[src/sv/hcih4_pkg.sv]
// Shared types and constants for the H4 receive deframer.
`timescale 1ns / 1ps

package hcih4_pkg;

	localparam int LEN_W = 17;

	localparam logic [1:0] KIND_NONE = 2'd0;
	localparam logic [1:0] KIND_CMD  = 2'd1;
	localparam logic [1:0] KIND_ACL  = 2'd2;
	localparam logic [1:0] KIND_EVT  = 2'd3;

	localparam logic [7:0] H4_TYPE_CMD = 8'h01;
	localparam logic [7:0] H4_TYPE_ACL = 8'h02;
	localparam logic [7:0] H4_TYPE_EVT = 8'h04;

	localparam logic [LEN_W-1:0] CMD_HDR_LEN = 17'd3;
	localparam logic [LEN_W-1:0] ACL_HDR_LEN = 17'd4;
	localparam logic [LEN_W-1:0] EVT_HDR_LEN = 17'd2;

	typedef struct packed {
		logic [7:0]       data;
		logic [1:0]       kind;
		logic [LEN_W-1:0] index;
		logic             is_type;
		logic             last;
		logic             err;
	} res_t;

endpackage

[src/sv/hcih4_parse.sv]
// Packet state tracking and per-byte classification.
`timescale 1ns / 1ps

module hcih4_parse
	import hcih4_pkg::*;
(
	input  logic       clk,
	input  logic       arst_n,
	input  logic       step,
	input  logic [7:0] rx_byte,
	output res_t       res
);

	logic [1:0]       kind_q;
	logic [LEN_W-1:0] count_q;
	logic [LEN_W-1:0] exp_q;

	logic [1:0]       kind_d;
	logic [LEN_W-1:0] count_d;
	logic [LEN_W-1:0] exp_d;
	logic [LEN_W-1:0] count_inc;
	logic [LEN_W-1:0] exp_new;
	logic [LEN_W-1:0] hdr;
	logic [LEN_W-1:0] byte_ext;

	assign byte_ext  = {{(LEN_W-8){1'b0}}, rx_byte};
	assign count_inc = count_q + {{(LEN_W-1){1'b0}}, 1'b1};

	always_comb begin
		res.data    = rx_byte;
		res.kind    = KIND_NONE;
		res.index   = '0;
		res.is_type = 1'b0;
		res.last    = 1'b0;
		res.err     = 1'b0;
		kind_d      = kind_q;
		count_d     = count_q;
		exp_d       = exp_q;
		exp_new     = exp_q;
		hdr         = ACL_HDR_LEN;

		if (kind_q == KIND_NONE) begin
			unique case (rx_byte)
				H4_TYPE_CMD: kind_d = KIND_CMD;
				H4_TYPE_ACL: kind_d = KIND_ACL;
				H4_TYPE_EVT: kind_d = KIND_EVT;
				default:     res.err = 1'b1;
			endcase
			if (!res.err) begin
				res.is_type = 1'b1;
				res.kind    = kind_d;
				count_d     = '0;
				exp_d       = '0;
			end
		end else begin
			res.kind  = kind_q;
			res.index = count_q;
			unique case (kind_q)
				KIND_CMD: begin
					hdr = CMD_HDR_LEN;
					if (count_q == 17'd2)
						exp_new = byte_ext + CMD_HDR_LEN;
				end
				KIND_EVT: begin
					hdr = EVT_HDR_LEN;
					if (count_q == 17'd1)
						exp_new = byte_ext + EVT_HDR_LEN;
				end
				default: begin
					hdr = ACL_HDR_LEN;
					if (count_q == 17'd2)
						exp_new = byte_ext;
					else if (count_q == 17'd3)
						exp_new = {1'b0, rx_byte, exp_q[7:0]} + ACL_HDR_LEN;
				end
			endcase
			count_d = count_inc;
			exp_d   = exp_new;
			if (count_inc >= hdr && count_inc == exp_new) begin
				res.last = 1'b1;
				kind_d   = KIND_NONE;
				count_d  = '0;
				exp_d    = '0;
			end
		end
	end

	always_ff @(posedge clk or negedge arst_n) begin
		if (!arst_n) begin
			kind_q  <= KIND_NONE;
			count_q <= '0;
			exp_q   <= '0;
		end else if (step) begin
			kind_q  <= kind_d;
			count_q <= count_d;
			exp_q   <= exp_d;
		end
	end

	a_err_stays_idle: assert property (@(posedge clk) disable iff (!arst_n)
		step && res.err |=> kind_q == KIND_NONE)
		else $error("rejected type byte left idle");

	a_last_clears: assert property (@(posedge clk) disable iff (!arst_n)
		step && res.last |=> kind_q == KIND_NONE && count_q == '0 && exp_q == '0)
		else $error("state not cleared after last byte");

	a_idle_count_zero: assert property (@(posedge clk) disable iff (!arst_n)
		kind_q == KIND_NONE |-> count_q == '0)
		else $error("byte count nonzero while idle");

endmodule

[src/sv/hcih4_outreg.sv]
// Result register with downstream valid/stall handshake.
`timescale 1ns / 1ps

module hcih4_outreg
	import hcih4_pkg::*;
(
	input  logic clk,
	input  logic arst_n,
	input  logic load,
	input  res_t res_in,
	input  logic out_stall,
	output logic advance,
	output logic out_valid,
	output res_t res_s2
);

	logic valid_s2;

	assign advance   = !valid_s2 || !out_stall;
	assign out_valid = valid_s2;

	always_ff @(posedge clk or negedge arst_n) begin
		if (!arst_n) begin
			valid_s2 <= 1'b0;
		end else if (advance) begin
			valid_s2 <= load;
		end
	end

	always_ff @(posedge clk) begin
		if (advance && load)
			res_s2 <= res_in;
	end

endmodule

[src/sv/hci_uart_h4_rx_deframer.sv]
// Top level of the H4 receive deframer: input register, parser, result register.
//
// channel  direction  handshake             payload
// in       sink       in_valid / in_stall   rx_byte
// out      source     out_valid / out_stall byte_out, packet_kind, body_index,
//                                           is_type_byte, last_of_packet, type_error
//
// One request per cycle sustained while out_stall is low; each byte passes through
// the input register, then the result register, and gives one result.
// Packet state advances as a byte moves from the input to the result register.
// Reset clears packet state and both valid flags.
// out_stall holds a full result register and, once the input register is full,
// raises in_stall in the same cycle.
`timescale 1ns / 1ps

module hci_uart_h4_rx_deframer
	import hcih4_pkg::*;
(
	input  logic             clk,
	input  logic             arst_n,
	input  logic             in_valid,
	output logic             in_stall,
	input  logic [7:0]       rx_byte,
	output logic             out_valid,
	input  logic             out_stall,
	output logic [7:0]       byte_out,
	output logic [1:0]       packet_kind,
	output logic [LEN_W-1:0] body_index,
	output logic             is_type_byte,
	output logic             last_of_packet,
	output logic             type_error
);

	logic       valid_s1;
	logic [7:0] byte_s1;
	logic       advance;
	logic       step;
	res_t       res;
	res_t       res_s2;

	assign step     = valid_s1 && advance;
	assign in_stall = valid_s1 && !advance;

	always_ff @(posedge clk or negedge arst_n) begin
		if (!arst_n) begin
			valid_s1 <= 1'b0;
		end else if (!in_stall) begin
			valid_s1 <= in_valid;
		end
	end

	always_ff @(posedge clk) begin
		if (!in_stall && in_valid)
			byte_s1 <= rx_byte;
	end

	hcih4_parse u_parse (
		.clk     (clk),
		.arst_n  (arst_n),
		.step    (step),
		.rx_byte (byte_s1),
		.res     (res)
	);

	hcih4_outreg u_outreg (
		.clk       (clk),
		.arst_n    (arst_n),
		.load      (valid_s1),
		.res_in    (res),
		.out_stall (out_stall),
		.advance   (advance),
		.out_valid (out_valid),
		.res_s2    (res_s2)
	);

	assign byte_out       = res_s2.data;
	assign packet_kind    = res_s2.kind;
	assign body_index     = res_s2.index;
	assign is_type_byte   = res_s2.is_type;
	assign last_of_packet = res_s2.last;
	assign type_error     = res_s2.err;

endmodule
[config.mk]
export PLATFORM = sky130hd
export DESIGN_NAME = hci_uart_h4_rx_deframer
export DESIGN_NICKNAME = d
export VERILOG_FILES = /design/src/sv/hcih4_pkg.sv /design/src/sv/hcih4_parse.sv /design/src/sv/hcih4_outreg.sv /design/src/sv/hci_uart_h4_rx_deframer.sv
export SDC_FILE = /design/constraint.sdc
export NUM_CORES = 1
export LEC_CHECK = 0
export ABC_AREA = 1
export BUFFER_PORTS_ARGS = -buffer_cell sky130_fd_sc_hd__buf_2
export CORE_ASPECT_RATIO = 0.5
export CORE_MARGIN = 2
export CORE_UTILIZATION = 35
export DETAILED_ROUTE_END_ITERATION = 10
export PLACE_DENSITY = 0.48
export SETUP_SLACK_MARGIN = 0.2
export SLEW_MARGIN = 10
export SYNTH_ARGS = -nofsm -noshare
export SYNTH_HDL_FRONTEND = slang
export SYNTH_SLANG_ARGS = --single-unit
[constraint.sdc]
create_clock -name clk -period 8.4 [get_ports clk]
set_input_delay 0.84 -clock clk [delete_from_list [all_inputs] [get_ports clk]]
set_output_delay 0.84 -clock clk [all_outputs]
set_load 0.02 [all_outputs]
---- Word level (Yosys, flattened, before mapping) ----
Cells that the tools add are included.
cells by class
  $lt $le $gt $ge ......................... 1
  muxes and demuxes ....................... 22
  reductions and logical operators ........ 14
  equality and inequality tests ........... 10
  $add $sub $neg .......................... 4
operators with widths
  kind                                                   count
  two-way mux 17 bit                                     11
  equality test 17 x 2 -> 1 bit (second input constant)  2
  one-hot mux 17 bit (2 select lines)                    1
  adder 8 x 2 -> 9 bit (second input constant)           2
  adder 16 x 3 -> 17 bit (second input constant)         1
  adder 17 x 1 -> 17 bit (second input constant)         1
  equality test 17 x 1 -> 1 bit (second input constant)  1
  equality test 17 bit                                   1
  >= comparator 17 bit                                   1
  equality test 8 x 1 -> 1 bit (second input constant)   1
  equality test 8 x 2 -> 1 bit (second input constant)   1
  equality test 8 x 3 -> 1 bit (second input constant)   1
  two-way mux 2 bit                                      4
  one-hot mux 2 bit (3 select lines)                     1
  one-hot mux 3 bit (2 select lines)                     1
  logical AND 1 bit                                      4
  logical NOT 1 bit                                      4
  two-way mux 1 bit                                      4
  AND reduction 2 bit                                    2
  OR reduction 3 bit                                     1
  equality test 2 x 1 -> 1 bit (second input constant)   1
  equality test 2 bit (second input constant)            1
  logical NOT 2 bit                                      1
  != test 2 bit (second input constant)                  1
  other kinds (2)                                        2
storage, ports and cells
  output and inout port bits .............. 32
  register bits after elaboration ......... 76
  logic and storage cells ................. 63
  input port bits ......................... 12

---- Longest topological paths before layout ----
  depth after elaboration ................. 9
  depth in mapped cells ................... 23

---- By module ----
From an unflattened synthesis, not the netlist that was laid out.
second synthesis, totals
  cells, all modules ...................... 804
  area total of the unflattened synthesis .. 5,699.2 um^2
by module, submodules not included
  module                   times used  cells each  area each (um^2)  sequential area each (um^2)
  hcih4_parse              1           752         4,451.8           900.9
  hcih4_outreg             1           35          942.2             925.9
  hci_uart_h4_rx_deframer  1           17          305.3             265.3

---- Worst setup path after synthesis ----
Ideal clock, no wire load.
  path type ............................... in2reg
  from .................................... input out_stall
  to ...................................... register u_parse.count_q[13]
  setup slack ............................. 4,548 ps
  buffers on the path ..................... 2
  required time ........................... 8,317 ps
  arrival ................................. 3,769 ps
  library setup time ...................... 83 ps
  cell stages on the path ................. 7
  cell sequence ........................... a21oi_1 -> o21ai_0 -> inv_1 -> clkbuf_1 -> clkbuf_1 -> nand2_1 -> o22ai_1
between the ends
  cells in the longest elaborated chain, start to end .. 4
ends and longest elaborated chain
  item                                  RTL line                       source
  start, declared                       hci_uart_h4_rx_deframer.sv:25  input logic out_stall,
  logical NOT 1 bit                     hcih4_outreg.sv:19             assign advance = !valid_s2 || !out_stall;
  logical OR 1 bit                      hcih4_outreg.sv:19
  logical AND 1 bit                     hci_uart_h4_rx_deframer.sv:41  assign step = valid_s1 && advance;
  AND reduction 2 bit (no source line)  -
  end signal, assigned                  hcih4_parse.sv:95              count_q <= count_d;
  end, declared                         hcih4_parse.sv:15              logic [LEN_W-1:0] count_q;
Every way passes these cells.
A chain may end at the register's enable or synchronous reset.

---- Worst setup path in the final report ----
  from .................................... register u_parse.count_q[0]
  to ...................................... register u_parse.kind_q[0]
between the ends
  cells in the longest elaborated chain, start to end .. 9
  elaborated cells on any way between the ends .. 15
  classes of those cells .................. add/sub: 1; order compare: 1; eq/ne: 4; mux: 6; reduce/logical: 3
ends and longest elaborated chain
  item                                                                            RTL line           source
  parallel branches: the longest is 6 deep, another holds adder 17 x 1 -> 17 bit  -
  logical AND 1 bit *                                                             hcih4_parse.sv:79  if (count_inc >= hdr && count_inc == exp_new) begin
  nonzero test 2 bit (no source line) *                                           -
  AND reduction 2 bit (no source line) *                                          -
  end signal, assigned                                                            hcih4_parse.sv:94  kind_q <= kind_d;
  end, declared                                                                   hcih4_parse.sv:14  logic [1:0] kind_q;
Mark *: on every way between the ends. The select of a mux whose other input is x is not followed.

==> flow_summary.ini <==
[place]
gp_congestion = 0.893
dp_slack_ps = 4540
dp.cells = 982
hpwl_um = 11500
placed_cell_area_mm2 = 0.00567
io_buffers = 43

[synth]
synth.avg_cell_area_um2 = 6.94
synth_flop_cell = edfxtp_1
synth_nets = 796
syn_area_mm2 = 0.00534
ys_seq_area_share_pct = 39.2
synth_async_sr_flop_share_pct = 50.0
synth_seq_cells = 76
yosys_warnings = 0
yosysTopAreaCell = edfxtp_1
ys_types = 33
synth_top_area_share_pct = 21.4
netlist_instances = 770
synth_edf_count = 38
synthTopCellsByArea = edfxtp_1 21%, dfrtp_1 18%, nand2_1 17%, nand3_1 9.5%, nor2_1 6.9%

[detailed_routing]
wl_per_cell_um = 16.4
finalWirelength_um = 16300
dr.pass1.iters = 6
drtIter0Drc = 428
route.met2.wl_um = 6580
met1_length_um = 8420
highest_layer = met4
drtAntennaViolNets = 0
vias = 5064
drt-vias-per-instance = 5.08
drcViolationCount = 0
route.met3.wl_um = 1140

[sta]
setup_viol = 0
slew_viol_final = 0
hold_viol_final = 0
rsz0062_at_grt = no
tightest_slew_ps = 996
min_period_ps = 3920
fin_crit_sh_pct = 46.7
tns_ps = 0
setup_ws_ps = 4480
max_freq_mhz = 255
clock_skew_ps = 17.6
relSlewSlack_pct = 33.6

[clock_network]
clk_latency_ps = 360
numCtsBuffers = 9
cts_tree = yes
h-tree-depth = 3
cts_root_buf = clkbuf_16
cts_num_sinks = 76
cts_repair_resize_count = 0
post-cts-setup-buffers = 0
cts.clk_slew.worst_paths_ps = 60
ctsHoldBuffers = 0
clockBufferDepth = 2

[worst_setup_path]
critical_path.max_fanout = 37
arrival_ps = 4150
crit_path_start_kind = flip-flop
critPathCaptureType = flip-flop
crit_type = reg -> reg
reg2reg_slack_ps = 4480
worst_ep_required_time_ps = 8630

[final_layout]
drive_gt1_share_pct = 11.1
stdcell_area_mm2 = 0.00598
area_growth_pct = 11.9
layout_commonest_cell = nand2_1
diodes = 0
finalNonFillerCells = 997
final_nets = 821
layout_common_cells = 238 x nand2_1, 101 x nand3_1, 98 x nor2_1, 87 x inv_1, 43 x buf_2

[floorplan]
num_rows = 31
die_area_mm2 = 0.0163
core-area_mm2 = 0.0147
initial_core_util_pct = 36.3
die_w_um = 179
ios = 44
dieHeight_um = 91.4

[run_status]
status = finished, final reports clean

[grt]
grt_max_degree = 57
antenna_found_initial = 0
gr-total-overflow = 0
grt_pass1_vias = 4460
grt_usage_pct = 20.9
grt_pass1_wl_um = 25600

[power]
power.density_mw_per_mm2 = 257
leakagePower_nw = 2.90
peakVddDrop_mv = 0.0813

[worst_hold_path]
hold_class = reg -> reg

[job]
drv_cap = 0
## cell families after synthesis
family | count (synthesis) | share of synthesized area [%]
flops | 76 | 39.2
xor+xnor | 8 | 1.31
fa+ha+maj | 14 | 3.28
compound gates | 64 | 6.61
simple gates | 484 | 39.9
buf+inv | 124 | 9.77
## critical path, stage by stage (launching register included)
cell	delay [ps]
dfrtp_1	490
inv_1	230
ha_1	180
inv_1	40
nor2_1	160
nand2_2	140
nor2_4	360
nand2_2	430
inv_1	270
nand2_1	90
nand2_1	70
nand2_1	70
nand4_1	110
nand2_1	90
nor2_1	90
nand2_1	50
nor2_1	180
nand3_2	120
nand2_4	370
nand2_1	120
nand2_1	80
nand2_1	40
## cell usage after synthesis (2+ instances only)
library cell and n:
nand2_1 238, nand3_1 101, nor2_1 98, inv_1 87, dfrtp_1 38, edfxtp_1 38
o22ai_1 26, o21ai_0 18, a21oi_1 17, nand4_1 15, clkbuf_1 14, ha_1 14
buf_2 8, buf_4 6, nand3b_1 6, xor2_1 6, nor2_4 5, or2_2 5
nand2_2 4, nor2_2 4, buf_6 3, o21ai_1 3, clkinv_1 2, inv_2 2
nand2_4 2, nand3_2 2, xnor2_1 2
## layer usage
| metal | GRT usage, % | up-vias |
|---|---|---|
| li1 | - | 2543 |
| met1 | 32.3 | 2335 |
| met2 | 28.7 | 170 |
| met3 | 4.94 | 16 |
| met4 | 5.15 | 0 |
| met5 | 0 | - |
## flip-flops by register name, summed over array words and instances, names as in the netlist
signal	flops
valid_s1	1
u_outreg.out_valid	1
u_parse.count_q	17
u_outreg.res_s2	30
u_parse.exp_q	17
u_parse.kind_q	2
byte_s1	8
## metrics by stage
stage	power (mW)	hold WS [ps]	utilization [%]
floorplan	0.964	421	-
global placement	1.11	473	38.5
detailed placement	1.11	487	38.5
CTS	1.54	501	40.7
global route	1.65	537	40.7
finish	1.54	495	40.7
## report_power, final
| part | internal (mW) | switching [mW] |
|---|---|---|
| Sequential | 0.478 | 0.0935 |
| Clock | 0.259 | 0.167 |
| Combinational | 0.177 | 0.361 |
## final timing paths
| kind | start | end | cells after the start |
|---|---|---|---|
| max | u_parse.count_q[0]$_DFFE_PN0P_ | u_parse.kind_q[0]$_DFFE_PN0P_ | 21 |
| min | valid_s1$_DFFE_PN0N_ | u_outreg.out_valid$_DFFE_PN0N_ | 2 |
| max reg2reg | u_parse.count_q[0]$_DFFE_PN0P_ | u_parse.kind_q[0]$_DFFE_PN0P_ | 21 |
| min reg2reg | valid_s1$_DFFE_PN0N_ | u_outreg.out_valid$_DFFE_PN0N_ | 2 |
| max in group asynchronous | arst_n | u_parse.exp_q[6]$_DFFE_PN0P_ | 1 |
| min in group asynchronous | arst_n | u_parse.exp_q[14]$_DFFE_PN0P_ | 1 |
## layout make-up
| cell class | instances | area, um^2 |
|---|---|---|
| clock inverter | 6 | 87.6 |
| sequential | 76 | 2090 |
| tap | 198 | 248 |
| multi-input combinational | 570 | 2740 |
| fill | 1625 | 8720 |
| inverter | 91 | 342 |
| timing repair buffer | 47 | 245 |
| clock buffer | 9 | 225 |
Power figures use the tool's default switching activity.
